<file path="src/hw/rtl/itp_pkg.sv">
// ----------------------------------------------------------------------------
// itp_pkg
// Shared types, character codes, status codes and operator priorities of the
// infix to postfix converter.
// ----------------------------------------------------------------------------
package itp_pkg;

   localparam int STACK_DEPTH = 32;
   localparam int ADDR_W      = (STACK_DEPTH > 1) ? $clog2(STACK_DEPTH) : 1;
   localparam int CNT_W       = $clog2(STACK_DEPTH + 1);

   localparam logic [7:0] CH_LPAREN = 8'h28;
   localparam logic [7:0] CH_RPAREN = 8'h29;
   localparam logic [7:0] CH_PLUS   = 8'h2B;
   localparam logic [7:0] CH_MINUS  = 8'h2D;
   localparam logic [7:0] CH_STAR   = 8'h2A;
   localparam logic [7:0] CH_SLASH  = 8'h2F;
   localparam logic [7:0] CH_PCENT  = 8'h25;
   localparam logic [7:0] CH_CARET  = 8'h5E;
   localparam logic [7:0] CH_SPACE  = 8'h20;
   localparam logic [7:0] CH_NUL    = 8'h00;

   localparam logic [1:0] STATUS_OK        = 2'd0;
   localparam logic [1:0] STATUS_OVERFLOW  = 2'd1;
   localparam logic [1:0] STATUS_UNMATCHED = 2'd2;

   typedef struct packed {
      logic [7:0] symbol;
      logic       end_of_expr;
   } req_word_type;

   typedef struct packed {
      logic [7:0] out_symbol;
      logic       last;
      logic [1:0] status;
   } rsp_word_type;

   typedef enum logic [3:0] {
      ST_IDLE,
      ST_DECODE,
      ST_CLOSE_RD,
      ST_CLOSE_EV,
      ST_OP_RD,
      ST_OP_EV,
      ST_PUSH,
      ST_PLAIN,
      ST_FLUSH_RD,
      ST_FLUSH_EV,
      ST_ERROR,
      ST_FINAL
   } state_type;

   function automatic logic is_operator(input logic [7:0] c);
      return (c == CH_PLUS) || (c == CH_MINUS) || (c == CH_STAR) ||
             (c == CH_SLASH) || (c == CH_PCENT) || (c == CH_CARET);
   endfunction

   function automatic logic [2:0] stacked_rank(input logic [7:0] c);
      logic [2:0] r;
      case (c)
         CH_PLUS, CH_MINUS:           r = 3'd1;
         CH_STAR, CH_SLASH, CH_PCENT: r = 3'd2;
         CH_CARET:                    r = 3'd3;
         default:                     r = 3'd0;
      endcase
      return r;
   endfunction

   function automatic logic [2:0] incoming_rank(input logic [7:0] c);
      logic [2:0] r;
      case (c)
         CH_PLUS, CH_MINUS:           r = 3'd1;
         CH_STAR, CH_SLASH, CH_PCENT: r = 3'd2;
         CH_CARET:                    r = 3'd4;
         default:                     r = 3'd0;
      endcase
      return r;
   endfunction

endpackage

</file>
<file path="src/hw/rtl/infix_to_postfix_converter.sv">
// ----------------------------------------------------------------------------
// infix_to_postfix_converter
// Shunting-yard conversion of an infix character stream into postfix, with
// the operator stack held in a synchronous RAM.
// ----------------------------------------------------------------------------
//
//   channel   ports                           word                      dir
//   request   req_valid req_stall req_word    symbol, end_of_expr       in
//   response  rsp_valid rsp_stall rsp_word    out_symbol, last, status  out
//
// Flow: one word in flight at a time. After its accept, a plain character holds
// req_stall high through the decode, plain, flush-read and final states; each
// stack pop adds a RAM read state and an evaluate state.
// Reset: synchronous; clear state, stack count and result slots, not the RAM.
// Stalls: absorb up to two results in the held slot and the output register;
// beyond that, rsp_stall holds the block until the output register is free.
//
module infix_to_postfix_converter (
   input  logic                 clock,
   input  logic                 reset,
   input  logic                 req_valid,
   output logic                 req_stall,
   input  itp_pkg::req_word_type req_word,
   output logic                 rsp_valid,
   input  logic                 rsp_stall,
   output itp_pkg::rsp_word_type rsp_word
);

   itp_pkg::state_type state_ff, state_in;

   logic [7:0]               sym_ff, sym_in;
   logic                     fin_ff, fin_in;
   logic [1:0]               err_ff, err_in;
   logic [itp_pkg::CNT_W-1:0] count_ff, count_in;
   logic [itp_pkg::CNT_W-1:0] count_dec;

   // held result: its last flag is only known once the word is finished
   logic                     pend_valid_ff, pend_valid_in;
   itp_pkg::rsp_word_type    pend_ff, pend_in;

   logic                     out_valid_ff, out_valid_in;
   itp_pkg::rsp_word_type    out_ff, out_in;

   logic                     ram_wr_en;
   logic                     ram_rd_en;
   logic [itp_pkg::ADDR_W-1:0] ram_rd_addr;
   logic [7:0]               ram_rd_data;

   logic                     out_free;
   logic                     can_emit;
   logic                     stack_full;
   logic                     stack_empty;
   logic                     pop_higher;

   logic                     emit_go;
   itp_pkg::rsp_word_type    emit_word;
   logic                     final_go;

   assign count_dec   = count_ff - 1'b1;
   assign stack_full  = (count_ff == itp_pkg::CNT_W'(itp_pkg::STACK_DEPTH));
   assign stack_empty = (count_ff == '0);
   assign out_free    = !out_valid_ff || !rsp_stall;
   assign can_emit    = !pend_valid_ff || out_free;
   assign pop_higher  = (itp_pkg::stacked_rank(ram_rd_data) >=
                         itp_pkg::incoming_rank(sym_ff));

   assign req_stall = (state_ff != itp_pkg::ST_IDLE);
   assign rsp_valid = out_valid_ff;
   assign rsp_word  = out_ff;

   itp_ram #(
      .WIDTH (8),
      .DEPTH (itp_pkg::STACK_DEPTH)
   ) u_stack (
      .clock   (clock),
      .wr_en   (ram_wr_en),
      .wr_addr (count_ff[itp_pkg::ADDR_W-1:0]),
      .wr_data (sym_ff),
      .rd_en   (ram_rd_en),
      .rd_addr (ram_rd_addr),
      .rd_data (ram_rd_data)
   );

   assign ram_rd_addr = count_dec[itp_pkg::ADDR_W-1:0];

   // next state
   always_comb begin
      state_in = state_ff;
      case (state_ff)
         itp_pkg::ST_IDLE: begin
            if (req_valid) state_in = itp_pkg::ST_DECODE;
         end
         itp_pkg::ST_DECODE: begin
            if (sym_ff == itp_pkg::CH_SPACE)       state_in = itp_pkg::ST_FLUSH_RD;
            else if (sym_ff == itp_pkg::CH_LPAREN) state_in = itp_pkg::ST_PUSH;
            else if (sym_ff == itp_pkg::CH_RPAREN) state_in = itp_pkg::ST_CLOSE_RD;
            else if (itp_pkg::is_operator(sym_ff)) state_in = itp_pkg::ST_OP_RD;
            else                                   state_in = itp_pkg::ST_PLAIN;
         end
         itp_pkg::ST_CLOSE_RD: begin
            state_in = stack_empty ? itp_pkg::ST_ERROR : itp_pkg::ST_CLOSE_EV;
         end
         itp_pkg::ST_CLOSE_EV: begin
            if (ram_rd_data == itp_pkg::CH_LPAREN) state_in = itp_pkg::ST_FLUSH_RD;
            else if (can_emit)                     state_in = itp_pkg::ST_CLOSE_RD;
         end
         itp_pkg::ST_OP_RD: begin
            state_in = stack_empty ? itp_pkg::ST_PUSH : itp_pkg::ST_OP_EV;
         end
         itp_pkg::ST_OP_EV: begin
            if (!pop_higher)   state_in = itp_pkg::ST_PUSH;
            else if (can_emit) state_in = itp_pkg::ST_OP_RD;
         end
         itp_pkg::ST_PUSH: begin
            state_in = stack_full ? itp_pkg::ST_ERROR : itp_pkg::ST_FLUSH_RD;
         end
         itp_pkg::ST_PLAIN: begin
            if (can_emit) state_in = itp_pkg::ST_FLUSH_RD;
         end
         itp_pkg::ST_FLUSH_RD: begin
            state_in = (fin_ff && !stack_empty) ? itp_pkg::ST_FLUSH_EV
                                                : itp_pkg::ST_FINAL;
         end
         itp_pkg::ST_FLUSH_EV: begin
            if (can_emit) state_in = itp_pkg::ST_FLUSH_RD;
         end
         itp_pkg::ST_ERROR: begin
            if (can_emit) state_in = itp_pkg::ST_FINAL;
         end
         itp_pkg::ST_FINAL: begin
            if (out_free) state_in = itp_pkg::ST_IDLE;
         end
         default: begin
            state_in = itp_pkg::ST_IDLE;
         end
      endcase
   end

   // stack, emit and control actions
   always_comb begin
      sym_in    = sym_ff;
      fin_in    = fin_ff;
      err_in    = err_ff;
      count_in  = count_ff;
      ram_wr_en = 1'b0;
      ram_rd_en = 1'b0;
      emit_go   = 1'b0;
      final_go  = 1'b0;
      emit_word = '{out_symbol: ram_rd_data, last: 1'b0, status: itp_pkg::STATUS_OK};
      case (state_ff)
         itp_pkg::ST_IDLE: begin
            if (req_valid) begin
               sym_in = req_word.symbol;
               fin_in = req_word.end_of_expr;
            end
         end
         itp_pkg::ST_CLOSE_RD: begin
            if (stack_empty) err_in = itp_pkg::STATUS_UNMATCHED;
            else             ram_rd_en = 1'b1;
         end
         itp_pkg::ST_CLOSE_EV: begin
            if (ram_rd_data == itp_pkg::CH_LPAREN) begin
               count_in = count_dec;  // drop the matching '('
            end else if (can_emit) begin
               emit_go  = 1'b1;
               count_in = count_dec;
            end
         end
         itp_pkg::ST_OP_RD: begin
            if (!stack_empty) ram_rd_en = 1'b1;
         end
         itp_pkg::ST_OP_EV: begin
            if (pop_higher && can_emit) begin
               emit_go  = 1'b1;
               count_in = count_dec;
            end
         end
         itp_pkg::ST_PUSH: begin
            if (stack_full) begin
               err_in = itp_pkg::STATUS_OVERFLOW;
            end else begin
               ram_wr_en = 1'b1;
               count_in  = count_ff + 1'b1;
            end
         end
         itp_pkg::ST_PLAIN: begin
            emit_word.out_symbol = sym_ff;
            emit_go = can_emit;
         end
         itp_pkg::ST_FLUSH_RD: begin
            if (fin_ff && !stack_empty) ram_rd_en = 1'b1;
         end
         itp_pkg::ST_FLUSH_EV: begin
            if (can_emit) begin
               emit_go  = 1'b1;
               count_in = count_dec;
            end
         end
         itp_pkg::ST_ERROR: begin
            emit_word.out_symbol = sym_ff;
            emit_word.status     = err_ff;
            if (can_emit) begin
               emit_go  = 1'b1;
               fin_in   = 1'b1;   // error result always closes the expression
               count_in = '0;
            end
         end
         itp_pkg::ST_FINAL: begin
            final_go = out_free;
         end
         default: begin
         end
      endcase
   end

   // result slots: a new result pushes the held one out as not-last;
   // the end of the word releases the held one with last = end flag, else at an end a last NUL
   always_comb begin
      pend_valid_in = pend_valid_ff;
      pend_in       = pend_ff;
      out_valid_in  = out_valid_ff;
      out_in        = out_ff;
      if (out_valid_ff && !rsp_stall) out_valid_in = 1'b0;
      if (emit_go) begin
         if (pend_valid_ff) begin
            out_in       = pend_ff;
            out_valid_in = 1'b1;
         end
         pend_in       = emit_word;
         pend_valid_in = 1'b1;
      end else if (final_go) begin
         if (pend_valid_ff) begin
            out_in       = pend_ff;
            out_in.last  = fin_ff;
            out_valid_in = 1'b1;
         end else if (fin_ff) begin
            out_in       = '{out_symbol: itp_pkg::CH_NUL, last: 1'b1,
                             status: itp_pkg::STATUS_OK};
            out_valid_in = 1'b1;
         end
         pend_valid_in = 1'b0;
      end
   end

   always_ff @(posedge clock) begin
      if (reset) begin
         state_ff      <= itp_pkg::ST_IDLE;
         count_ff      <= '0;
         pend_valid_ff <= 1'b0;
         out_valid_ff  <= 1'b0;
      end else begin
         state_ff      <= state_in;
         count_ff      <= count_in;
         pend_valid_ff <= pend_valid_in;
         out_valid_ff  <= out_valid_in;
      end
      sym_ff  <= sym_in;
      fin_ff  <= fin_in;
      err_ff  <= err_in;
      pend_ff <= pend_in;
      out_ff  <= out_in;
   end

endmodule

</file>
<file path="src/hw/rtl/itp_ram.sv">
// ----------------------------------------------------------------------------
// itp_ram
// Generic single-write, single-read RAM with a registered read port.
// ----------------------------------------------------------------------------
module itp_ram #(
   parameter int WIDTH = 8,
   parameter int DEPTH = 32
) (
   input  logic                                   clock,
   input  logic                                   wr_en,
   input  logic [((DEPTH > 1) ? $clog2(DEPTH) : 1)-1:0] wr_addr,
   input  logic [WIDTH-1:0]                       wr_data,
   input  logic                                   rd_en,
   input  logic [((DEPTH > 1) ? $clog2(DEPTH) : 1)-1:0] rd_addr,
   output logic [WIDTH-1:0]                       rd_data
);

   logic [WIDTH-1:0] mem_ff [DEPTH];
   logic [WIDTH-1:0] rd_data_ff;

   always_ff @(posedge clock) begin
      if (wr_en) begin
         mem_ff[wr_addr] <= wr_data;
      end
      // hold the last word read while no read is issued
      if (rd_en) begin
         rd_data_ff <= mem_ff[rd_addr];
      end
   end

   assign rd_data = rd_data_ff;

endmodule

</file>
<file path="config.mk">
export PLATFORM = sky130hd
export DESIGN_NAME = infix_to_postfix_converter
export DESIGN_NICKNAME = d
export VERILOG_FILES = /design/src/hw/rtl/itp_pkg.sv /design/src/hw/rtl/infix_to_postfix_converter.sv /design/src/hw/rtl/itp_ram.sv
export SDC_FILE = /design/constraint.sdc
export NUM_CORES = 1
export LEC_CHECK = 0
export BUFFER_PORTS_ARGS = -buffer_cell sky130_fd_sc_hd__clkbuf_2
export CAP_MARGIN = 20
export CORE_ASPECT_RATIO = 0.75
export CORE_UTILIZATION = 38
export DETAILED_ROUTE_END_ITERATION = 10
export PLACE_DENSITY = 0.59
export SLEW_MARGIN = 20
export SYNTH_ARGS = -nofsm -noshare
export SYNTH_HDL_FRONTEND = slang
export SYNTH_SLANG_ARGS = --single-unit
</file>
<file path="constraint.sdc">
create_clock -name clock -period 5.1 [get_ports clock]
set_input_delay 0.51 -clock clock [delete_from_list [all_inputs] [get_ports clock]]
set_output_delay 0.51 -clock clock [all_outputs]
set_load 0.02 [all_outputs]
</file>
# Yosys cells after proc, flatten, opt, wreduce, memory -nomap -nowiden
# Memories as Yosys holds them, arrays and structs flattened. A register that Yosys moved wholly into a read port is not among the register bits.
# Cells that the tools add are included.
# op_classes
addsub	2
n_lt_le_gt_ge	1
eq_ne	40
muxes	57
reduce_logical	35
# ops
cell	n
8-bit by 6-bit == test with 1-bit output, second input constant	14
11-bit 2-to-1 mux	5
4-bit case mux with 11 select lines	1
4-bit 2-to-1 mux	10
6-bit 2-to-1 mux	5
6-bit case mux with 5 select lines	1
1-bit 2-to-1 mux	20
4-bit by 3-bit == test with 1-bit output, second input constant	4
4-bit == test, second input constant	4
8-bit by 7-bit == test with 1-bit output, second input constant	2
2-bit != test, second input constant	8
2-bit 2-to-1 mux	6
2-bit OR reduction	6
3-bit != test, second input constant	3
3-bit case mux with 3 select lines	1
3-bit AND reduction	3
4-bit by 2-bit == test with 1-bit output, second input constant	2
8-bit 2-to-1 mux	1
1-bit logical OR	7
6-bit by 1-bit adder with 6-bit output, second input constant	1
6-bit == test, second input constant	1
6-bit logical NOT	1
3-bit 2-to-1 mux	2
2-bit case mux with 3 select lines	1
other kinds (17)	26
# totals
register_bits	44
mem_bits_rw	256
inputBits	13
output_inout_bits	13
n_memories	1
# memory_table
name	words	word_bits	read_ports	rd_ports_with_merged_regs	write_ports	line	rtl
u_stack.mem_ff	32	8	1	1	1	itp_ram.sv:18	logic [WIDTH-1:0] mem_ff [DEPTH];

# Logic depth before layout (Yosys ltp)
# Gate-level depths: netlist (run 1).
# depth
ltp_word	11
depth_mapped	11
ltp_nobuf	11

# Cells and area by module
# From an unflattened synthesis (run 1), not the netlist that was laid out.
# hier_totals
cells_unflattened	759
area_unflattened_um2	13281.5
# modules_own_cells
module	n_inst	cells_each	area_each_um2
itp_ram	1	417	10133.5
infix_to_postfix_converter	1	342	3148.0

# Worst setup path before layout (run 1)
# Ideal clock, no wire load.
# synth_path
path_kind	reg-to-reg
from	register sym_ff[4]
to	register out_ff, in the netlist rsp_word[0] (enable)
setup_time_ps	383
arrival_ps	3054
required_time_ps	4717
slack_ps	1664
path_stages_with_launch	11
path_buffers	0
period_less_slack_ps	3436
path_cell_list	edfxtp_1 nor4b_1 nand2_1 nor2_1 ha_1 nand2b_1 a21oi_1 nor3_1 o211ai_2 a21oi_1 a21oi_1
# synth_between
elab_chain_len	9
word_cells_on_any_way	16
# synth_lines
element	line	rtl
start, declared	infix_to_postfix_converter.sv:31	logic [7:0] sym_ff, sym_in;
start signal, assigned	infix_to_postfix_converter.sv:257	sym_ff <= sym_in;
8-bit by 6-bit == test with 1-bit output	itp_pkg.sv:71	case (c)
3-bit OR reduction / 2-bit OR reduction (equally long branches)	itp_pkg.sv:71	
3-bit case mux with 3 select lines (*)	itp_pkg.sv:71	
3-bit greater-or-equal comparator (*)	infix_to_postfix_converter.sv:64	assign pop_higher = (itp_pkg::stacked_rank(ram_rd_data) >=
1-bit logical AND (*)	infix_to_postfix_converter.sv:173	if (pop_higher && can_emit) begin
1-bit 2-to-1 mux (*)	infix_to_postfix_converter.sv:173	
1-bit case mux with 4 select lines (*)	infix_to_postfix_converter.sv:150	case (state_ff)
2-bit != test (no source line) / 2-bit nonzero test (equally long branches)	n/a	
3-bit AND reduction (no source line) (*)	n/a	
end signal, assigned	infix_to_postfix_converter.sv:261	out_ff <= out_in;
end, declared	infix_to_postfix_converter.sv:42	itp_pkg::rsp_word_type out_ff, out_in;
# Every way passes the cells marked *; elsewhere a longest branch is shown, timed or not.
# A chain may end at the register's enable or synchronous reset.

# Worst setup path in the final report (run 1)
# layout_path
from	register sym_ff[4]
to	register out_ff, in the netlist rsp_word[4] (enable)
# Same word-level chain as after synthesis.

==> results of run 1 <==
critical path: cells and delay by family, from the launching register on:
kind	cells	cell delay, ps
buf+inv	2	470
compound gates	4	810
flops	1	360
simple gates	5	1230
fa+ha+maj	1	230
Yosys cell counts (3+ instances only):
master                     count  share of area, %
sky130_fd_sc_hd__mux2_2       15               1.3
sky130_fd_sc_hd__nor4bb_1      3              0.23
sky130_fd_sc_hd__o31ai_1       3              0.17
sky130_fd_sc_hd__nand2_1      42               1.2
sky130_fd_sc_hd__a221oi_1      4              0.27
sky130_fd_sc_hd__buf_4         5              0.29
sky130_fd_sc_hd__inv_1         6              0.17
sky130_fd_sc_hd__dfxtp_1      12               1.8
sky130_fd_sc_hd__buf_2        13              0.50
sky130_fd_sc_hd__mux4_2       80                14
sky130_fd_sc_hd__ha_1          6              0.58
sky130_fd_sc_hd__xnor2_1       7              0.47
sky130_fd_sc_hd__clkbuf_1     17              0.49
sky130_fd_sc_hd__o32ai_1       3              0.20
sky130_fd_sc_hd__edfxtp_1    296                68
sky130_fd_sc_hd__nor2_1       40               1.2
sky130_fd_sc_hd__buf_1         4              0.12
sky130_fd_sc_hd__a21oi_1      24              0.92
sky130_fd_sc_hd__nand2b_1     11              0.53
sky130_fd_sc_hd__a311oi_1      4              0.27
sky130_fd_sc_hd__a211oi_1      6              0.35
sky130_fd_sc_hd__a21o_1        5              0.29
sky130_fd_sc_hd__and3_1        4              0.19
sky130_fd_sc_hd__nand3_1       9              0.35
sky130_fd_sc_hd__o21ai_0      13              0.50
sky130_fd_sc_hd__nor2b_1      19              0.91
sky130_fd_sc_hd__nor3_1       15              0.58
sky130_fd_sc_hd__nor4_1        4              0.19
sky130_fd_sc_hd__xor2_1        4              0.27
sky130_fd_sc_hd__o221ai_1      3              0.20
registers in the layout (all words and copies together), names as in the netlist:
name             cells
pend_ff             10
pend_valid_ff        1
rsp_valid            1
fin_ff               1
sym_ff               8
rsp_word            11
err_ff               2
u_stack.mem_ff     256
state_ff             4
u_stack.rd_data      8
count_ff             6
stage by stage:
step                      setup slack (ps)  util, %  cell area, sq um  total power [uW]
final                                 1700     43.8             14700              7960
after detailed placement              1580     40.9             13700              5830
after CTS                             1540     43.7             14700              8010
after global routing                  1360     43.8             14700              8320
after floorplan                       1660        -             13000              5040
after global placement                1640     40.9             13700              5800
cell type report:
class | count | area (sq um)
Clock buffer | 32 | 716
Clock inverter | 20 | 238
Fill cell | 2921 | 18900
Inverter | 9 | 33.8
Multi-Input combinational cell | 367 | 3670
Sequential cell | 308 | 9130
Tap cell | 450 | 563
Timing Repair Buffer | 54 | 347
worst paths after layout:
path / endpoint / cells after the start
setup / recovery: rsp_word[4] / 12
hold / removal: sym_ff[1] / 1
setup reg to reg: rsp_word[4] / 12
hold reg to reg: pend_ff[1] / 1
report_power, final:
group | leakage [uW] | total, uW | switching (uW) | internal [uW]
Combinational | 0.00131 | 2440 | 1340 | 1100
Clock | 0.000468 | 2180 | 920 | 1260
Sequential | 0.00276 | 3340 | 268 | 3070
cell families after synthesis:
group	share of synthesized area [%]
and+or+nand+nor	7.02
buffers and inverters	1.74
muxes	15.2
xor gates and xnor gates	0.990
DFF	70.1
adders and majority gates	0.577
AOI/OAI and AO/OA	4.32
metal layers:
metal | up-vias | global-route usage (%) | wire [um]
met5 | - | 0 | 0
met4 | 0 | 3.45 | 454
met3 | 41 | 3.61 | 1900
met2 | 229 | 23.5 | 12200
met1 | 3591 | 26.9 | 14400
li1 | 3033 | - | -
==> impl_metrics.csv, run 1 <==
group,metric,value,unit
routing,num_vias,6894,
min_path,hold_class,"in -> reg",
critical_path,crit_start,"sym_ff[4]",
critical_path,worstSetupStartpointType,"register",
grt,grt_overflow,0,
yosys,synth.yosys.seq_area_share,70.1,%
pwr,vdd_ir_drop_max,0.345,mV
floorplan,starting_utilization_of_the_core_area,38.7,%
yosys,ys_warn_count,0,
critical_path,rrSetupSlack,1700,ps
clocking,cts-buffers-inserted,28,
yosys,asyncSetResetFlopFracSynth,0,%
routing,drtAntennaViolNets,0,
timing,rsz0062_at_grt,"no",
timing,timing.setup.tns,0,ps
floorplan,design.portCount,26,
yosys,postSynthNetCount,743,
place,finalWeightedCongestion,0.835,
job,cap_viol_max_count,0,
timing,finalCritPeriodShare,66.7,%
yosys,postSynthRegisterBits,308,
routing,first_drt_iteration_drcs,774,
critical_path,arrival,3650,ps
finish,layout.cells.non_filler,1240,
timing,post-route-min-period,3400,ps
routing,vias_per_cell,5.56,
finish,mostFrequentLayoutCell,"sky130_fd_sc_hd__edfxtp_1",
pwr,power_per_cell_area,542,nW/um^2
floorplan,chipWidth,216,um
critical_path,critical_path.most_common_cell,"sky130_fd_sc_hd__a21oi_1",
outcome,status,"completed",
critical_path,critical_path_required,5350,ps
place,dp.final_hpwl,18200,um
critical_path,class_of_the_most_critical_setup_path,"reg -> reg",
min_path,min-delay-start,"req_word[2]",
yosys,synth-edff-count,296,
timing,worst_clock_skew,12.5,ps
place,port_buffers,25,
clocking,latest_clock_arrival_within_the_worst_skew_pair,550,ps
routing,post_detailed_route_drc_marker_count,0,
grt,largest_net_degree_at_the_start_of_global_routing,40,
clocking,clock_tree.root_cell,"sky130_fd_sc_hd__clkbuf_16",
pwr,power.leakage,0.00454,uW
timing,hold_ws,132,ps
clocking,cts_max_level,1,
grt,wire_length_of_the_first_global_routing_pass,43500,um
clocking,tritoncts,"done",
clocking,clk_pin_slew,70,ps
finish,antennaDiodeCount,0,
timing,setup_violations,0,
timing,final-hold-violation-count,0,
clocking,clock_tree.buffer_depth,3,
critical_path,crit_path_top_delay_cell,"sky130_fd_sc_hd__nor4b_1",
grt,antenna_violations_before_repair,1,
yosys,yosys_most_used_dff,"sky130_fd_sc_hd__edfxtp_1",
place,post-place-cells,1187,
critical_path,crit_fanout,35,
grt,first_global_vias,6579,
timing,worst_pin_slew,1110,ps
floorplan,core.rowCount,58,
clocking,cts.sink_count,308,
critical_path,critical_path.cell_chain,"buf_4 -> nor4b_1 -> nand2_1 -> nor2_1 -> ha_1 -> nand2b_1 -> a21oi_1 -> nor3_1 -> o211ai_2 -> a21oi_1 -> a21oi_1 -> buf_4",
yosys,yosysUniqueCellTypes,63,
critical_path,slowest_delay,710,ps
routing,wirelength,29000,um
timing,slew_headroom,25.8,%
floorplan,floorplan.die.height,162,um
finish,drive_gt1_share,26.8,%
finish,flow.area_growth_from_synthesis,13.0,%
clocking,post_cts_hold_buffer_count,0,
routing,post_drt_wl_per_cell,23.4,um
clocking,cts-resized-gates,0,
timing,maximum_clock_frequency,0.294,GHz
finish,mostFrequentLayoutCells,"sky130_fd_sc_hd__edfxtp_1 (296), sky130_fd_sc_hd__mux4_2 (80), sky130_fd_sc_hd__nand2_1 (42)",
yosys,syn_inst,724,
critical_path,worstSetupEndpointType,"register",
finish,design.final.nets,787,
critical_path,reg2reg_from,"sym_ff[4]",
timing,max_slew_violation_count,0,
floorplan,area_of_the_core,33600,sq um
grt,grt.total_usage,16.9,%
yosys,post_synth.cell_area_avg,18.0,sq um
yosys,synth_area,13000,sq um
floorplan,fp.dieArea,35000,sq um
routing,detail_route.first_pass.iterations,5,
clocking,post-cts-setup-buffers,0,
Note: power is estimated with default switching activity, not from simulation.
==> inputs of run 2 (changes only) <==
clock period = 3.55 ns   (was 5.1 ns; I/O delays follow)
==> run 2 against run 1 <==
Net effect: non-clock buffer count up 31; register-to-register slack got worse by 1200 ps; hold slack got worse by 72 ps; cell count up 2.8%; final area up 2.2%; sequential share of layout area is 1.3 points lower; via count decreased by 0.44%; sequential power is 36% higher; sequential cell count unchanged; routed wire length down 2.3%; count of clock-buffer cells in the layout rose by 9; critical path type unchanged.
==> impl_metrics.csv, run 2 (synthesized netlist as in run 1, its figures left out) <==
group,metric,value,unit
outcome,status,"completed",
place,finalWeightedCongestion,0.843,
grt,first_global_vias,6811,
job,cap_viol_max_count,0,
grt,antenna_violations_before_repair,3,
floorplan,design.portCount,26,
pwr,clock_power_share,27.5,%
floorplan,starting_utilization_of_the_core_area,38.7,%
critical_path,critical_path.most_common_cell,"sky130_fd_sc_hd__a21oi_1",
pwr,p_int,7950,uW
floorplan,area_of_the_core,33600,sq um
finish,top_register,"u_stack.mem_ff",
clocking,latest_clock_arrival_within_the_worst_skew_pair,560,ps
pwr,vdd_ir_drop_max,0.461,mV
routing,wirelength,28300,um
critical_path,critical_path_required,3800,ps
grt,largest_net_degree_at_the_start_of_global_routing,75,
timing,slew_headroom,40.4,%
pwr,total_switching_power,3650,uW
clocking,clk_pin_slew,60,ps
critical_path,worstSetupEndpointType,"register",
routing,post_drt_wl_per_cell,22.2,um
finish,antennaDiodeCount,0,
timing,worst_pin_slew,890,ps
clocking,cts-buffers-inserted,30,
clocking,cts_max_level,1,
timing,max_slew_violation_count,0,
timing,timing.setup.tns,0,ps
floorplan,core.rowCount,58,
pwr,power.switching_fraction,31.4,%
floorplan,chipWidth,216,um
min_path,hold_class,"in -> reg",
timing,post-route-min-period,3080,ps
pwr,power_per_cell_area,772,nW/um^2
place,port_buffers,25,
timing,setup_violations,0,
finish,flow.area_growth_from_synthesis,15.4,%
floorplan,floorplan.die.height,162,um
critical_path,crit_path_top_delay_cell,"sky130_fd_sc_hd__edfxtp_1",
clocking,clock_tree.buffer_depth,3,
finish,design.final.nets,820,
critical_path,slowest_delay,380,ps
critical_path,crit_fanout,11,
critical_path,critical_path.cell_chain,"nor4b_1 -> buf_4 -> nand2_1 -> nor2_1 -> ha_1 -> nand2b_1 -> a21oi_1 -> nor3_1 -> o211ai_2 -> a21oi_1 -> a21oi_1 -> buf_4",
pwr,power.leakage,0.00472,uW
grt,grt.total_usage,16.6,%
routing,vias_per_cell,5.38,
routing,first_drt_iteration_drcs,800,
finish,mostFrequentLayoutCells,"sky130_fd_sc_hd__edfxtp_1 (296), sky130_fd_sc_hd__mux4_2 (80), sky130_fd_sc_hd__buf_4 (48)",
grt,wire_length_of_the_first_global_routing_pass,43400,um
routing,drtAntennaViolNets,0,
grt,grt_overflow,0,
pwr,p_seq_share,39.2,%
place,dp.final_hpwl,17800,um
critical_path,arrival,3330,ps
timing,maximum_clock_frequency,0.324,GHz
critical_path,class_of_the_most_critical_setup_path,"reg -> reg",
clocking,clock_tree.root_cell,"sky130_fd_sc_hd__clkbuf_16",
timing,final-hold-violation-count,0,
finish,drive_gt1_share,28.2,%
timing,worst_clock_skew,13.7,ps
critical_path,worstSetupStartpointType,"register",
routing,post_detailed_route_drc_marker_count,0,
routing,detail_route.first_pass.iterations,5,
pwr,total_power,11600,uW
clocking,tritoncts,"done",
finish,largest_register_ff_count,256,
routing,num_vias,6864,
clocking,post_cts_hold_buffer_count,8,
pwr,comb_power_share,33.3,%
clocking,cts-resized-gates,0,
finish,mostFrequentLayoutCell,"sky130_fd_sc_hd__edfxtp_1",
floorplan,fp.dieArea,35000,sq um
timing,finalCritPeriodShare,86.8,%
timing,rsz0062_at_grt,"no",
clocking,cts.sink_count,308,
clocking,post-cts-setup-buffers,0,
finish,fill_cell_count,2870,
## run 2: changes by cell type in the layout (fill, tap and decap cells not counted), sizes merged
| cell | before | now |
|---|---|---|
| dlygate4sd3 | 0 | 8 |
| bufinv | 5 | 3 |
| clkinv | 14 | 12 |
| clkinvlp | 2 | 1 |
| buf | 29 | 52 |
| clkbuf | 57 | 66 |
## run 2: path summary, 6_finish.rpt
| check | startpoint | end | slack, ps | cells after the start |
|---|---|---|---|---|
| setup / recovery | sym_ff[4] | rsp_word[8] | 470 | 12 |
| setup reg to reg | sym_ff[4] | rsp_word[8] | 470 | 12 |
| hold reg to reg | pend_ff[8] | rsp_word[8] | 540 | 1 |
| hold / removal | req_word[0] | fin_ff | 60 | 2 |
## run 2: worst max-delay path, delay by kind of cell (launching register included)
| kind | cells | cell delay, ps |
|---|---|---|
| flops | 1 | 380 |
| fa+ha+maj | 1 | 280 |
| simple gates | 5 | 930 |
| compound gates | 4 | 770 |
| buf+inv | 2 | 420 |
## run 2: layer usage
metal	track usage [%]	share of wire [%]
met5	0	0
met2	24.6	45
met4	2.84	1.2
met3	3.31	5.6
met1	25.5	48
## run 2: area by class of cell
class                   instances  area (sq um)  area share, %
flip-flops and latches        308          9130           60.8
multi-input cells             367          3670           24.4
clock buffers                  41           843           5.61
repair buffers                 85           637           4.24
well taps                     450           563           3.75
clock inverters                15           148          0.983
inverters                       9          33.8          0.225
## run 2: stage by stage
step | utilization (%) | instance area, sq um | setup slack [ps] | std cells | hold slack (ps)
finish | 44.7 | 15000 | 468 | 1275 | 59.7
global route | 44.7 | 15000 | 274 | 1275 | 44.2
CTS | 44.7 | 15000 | 488 | 1274 | 41.5
detailed placement | 41.5 | 13900 | 518 | 1210 | 525
global placement | 41.5 | 13900 | 579 | 1210 | 518
floorplan | - | 13000 | 114 | 724 | 454
## run 2: power groups by stage
stage / Clock (uW) / Combinational (uW) / Sequential [uW]
after floorplan: 0 / 2550 / 4690
after global placement: 0 / 3870 / 4620
after detailed placement: 0 / 3880 / 4620
after CTS: 3240 / 3890 / 4550
after global routing: 3380 / 4150 / 4570
final: 3180 / 3870 / 4550
==> inputs of run 3 (changes only) <==
PLACE_DENSITY = 0.6   (was 0.59)
SKIP_CTS_REPAIR_TIMING = 1   (was not set)
==> run 3 against run 2 <==
Net effect: power fell by 2.9%; via count rose by 1.2%; worst setup slack got worse by 21 ps; hold slack got worse by 7.3 ps; critical path depth did not move; maximum frequency fell by 0.67%; sequential share of layout area rose by 0.37 points; clock power fell by 10%.
==> impl_metrics.csv, run 3 (synthesized netlist as in run 1, its figures left out) <==
group,metric,value,unit
clocking,latest_clock_arrival_within_the_worst_skew_pair,560,ps
timing,worst_pin_slew,932,ps
critical_path,worstSetupStartpointType,"register",
finish,design.final.nets,825,
place,dp.final_hpwl,18000,um
job,cap_viol_max_count,0,
critical_path,crit_start,"u_stack.rd_data[4]",
timing,rsz0062_at_grt,"no",
routing,post_detailed_route_drc_marker_count,0,
pwr,comb_power_share,33.3,%
grt,grt.total_usage,16.5,%
critical_path,critical_path.reg2reg.endpoint,"rsp_word[7]",
routing,wirelength,28800,um
finish,mostFrequentLayoutCells,"sky130_fd_sc_hd__edfxtp_1 (296), sky130_fd_sc_hd__mux4_2 (80), sky130_fd_sc_hd__buf_4 (56)",
critical_path,slowest_delay,450,ps
clocking,tritoncts,"done",
outcome,status,"completed",
critical_path,reg2reg_from,"u_stack.rd_data[4]",
grt,grt_overflow,0,
floorplan,fp.dieArea,35000,sq um
place,pre_cts_slack,491,ps
pwr,clock_power_share,25.4,%
floorplan,design.portCount,26,
floorplan,area_of_the_core,33600,sq um
floorplan,floorplan.die.height,162,um
critical_path,rrSetupSlack,450,ps
critical_path,critical_path.most_common_cell,"sky130_fd_sc_hd__a21oi_1",
timing,slew_headroom,37.7,%
finish,flow.area_growth_from_synthesis,14.7,%
place,port_buffers,25,
finish,largest_register_ff_count,256,
critical_path,worstSetupEndpointType,"register",
critical_path,critical_path.cell_chain,"nor4b_4 -> nand2_1 -> o21ai_0 -> nand2_1 -> ha_1 -> nand2b_1 -> a21oi_1 -> nor3_1 -> o211ai_2 -> a21oi_1 -> a21oi_1 -> buf_4",
finish,drive_gt1_share,28.5,%
pwr,vdd_ir_drop_max,0.501,mV
pwr,power_per_cell_area,754,nW/um^2
timing,final.setup.worst_slack,447,ps
critical_path,critical_path_required,3800,ps
pwr,power.switching_fraction,32.5,%
timing,max_slew_violation_count,0,
pwr,power.leakage,0.00470,uW
routing,detail_route.first_pass.iterations,5,
routing,drtAntennaViolNets,0,
grt,antenna_violations_before_repair,2,
clocking,clock_tree.root_cell,"sky130_fd_sc_hd__clkbuf_16",
min_path,min-delay-start,"req_word[0]",
place,finalWeightedCongestion,0.824,
grt,first_global_vias,6579,
timing,setup_violations,0,
timing,timing.setup.tns,0,ps
routing,vias_per_cell,5.43,
timing,finalCritPeriodShare,87.4,%
critical_path,cp.buffers_inverters,1,
pwr,total_switching_power,3660,uW
finish,antennaDiodeCount,0,
grt,largest_net_degree_at_the_start_of_global_routing,75,
clocking,cts-buffers-inserted,29,
min_path,hold_class,"in -> reg",
min_path,timing.hold.worst_endpoint,"fin_ff",
critical_path,crit_fanout,11,
critical_path,crit_path_top_delay_cell,"sky130_fd_sc_hd__nor4b_4",
critical_path,class_of_the_most_critical_setup_path,"reg -> reg",
routing,num_vias,6948,
floorplan,core.rowCount,58,
pwr,p_seq_share,41.3,%
finish,mostFrequentLayoutCell,"sky130_fd_sc_hd__edfxtp_1",
clocking,clock_tree.buffer_depth,3,
timing,worst_clock_skew,20.6,ps
clocking,cts_max_level,1,
routing,post_drt_wl_per_cell,22.5,um
finish,top_register,"u_stack.mem_ff",
timing,post-route-min-period,3100,ps
min_path,hold_depth,2,
pwr,p_int,7600,uW
timing,maximum_clock_frequency,0.322,GHz
critical_path,reg2reg_depth,12,
critical_path,cp_top_family,"compound AO/OA/AOI/OAI gates",
grt,wire_length_of_the_first_global_routing_pass,42800,um
routing,first_drt_iteration_drcs,686,
timing,final-hold-violation-count,0,
floorplan,starting_utilization_of_the_core_area,38.7,%
clocking,clk_pin_slew,60,ps
critical_path,arrival,3350,ps
clocking,cts.sink_count,308,
floorplan,chipWidth,216,um
run 3: metrics by stage:
| step | power, uW | hold WS [ps] | instances | cell area (sq um) | utilization, % |
|---|---|---|---|---|---|
| finish | 11300 | 52.4 | 1279 | 14900 | 44.4 |
| global route | 11700 | 35.0 | 1279 | 14900 | 44.4 |
| CTS | 11300 | -62.7 | 1271 | 14800 | 44.2 |
| detailed placement | 8480 | 523 | 1217 | 14000 | 41.6 |
| global placement | 8460 | 522 | 1217 | 14000 | 41.6 |
| floorplan | 7240 | 454 | 724 | 13000 | - |
run 3: layout make-up:
type                    count  area [sq um]
clock buffers              38           790
clock inverters            16          82.6
fillers                  2891         18700
inverters                   9          33.8
multi-input cells         367          3670
flip-flops and latches    308          9130
well taps                 450           563
repair buffers             91           666
run 3: power by group through the flow:
stage / Combinational [uW] / Clock (uW) / Sequential (uW)
detailed placement: 3760 / 0 / 4720
global placement: 3750 / 0 / 4710
CTS: 3770 / 2930 / 4640
global route: 4010 / 3060 / 4670
floorplan: 2550 / 0 / 4690
finish: 3750 / 2860 / 4650
run 3: per-layer routing:
layer,GRT usage (%),part of all wire [%],up-vias
met5,0,0,-
met4,3.29,1.6,0
met3,3.05,5.9,32
met2,23.8,44,215
met1,25.9,48,3590
li1,-,-,3111
run 3: how the worst max path moves through the flow:
stage | depth (start not counted) | to | slack [ps]
after floorplan | 10 | rsp_word[0] | 110
after global placement | 12 | rsp_word[9] | 580
after detailed placement | 12 | rsp_word[8] | 490
after CTS | 12 | rsp_word[8] | 460
after global routing | 12 | rsp_word[9] | 200
final | 12 | rsp_word[7] | 450
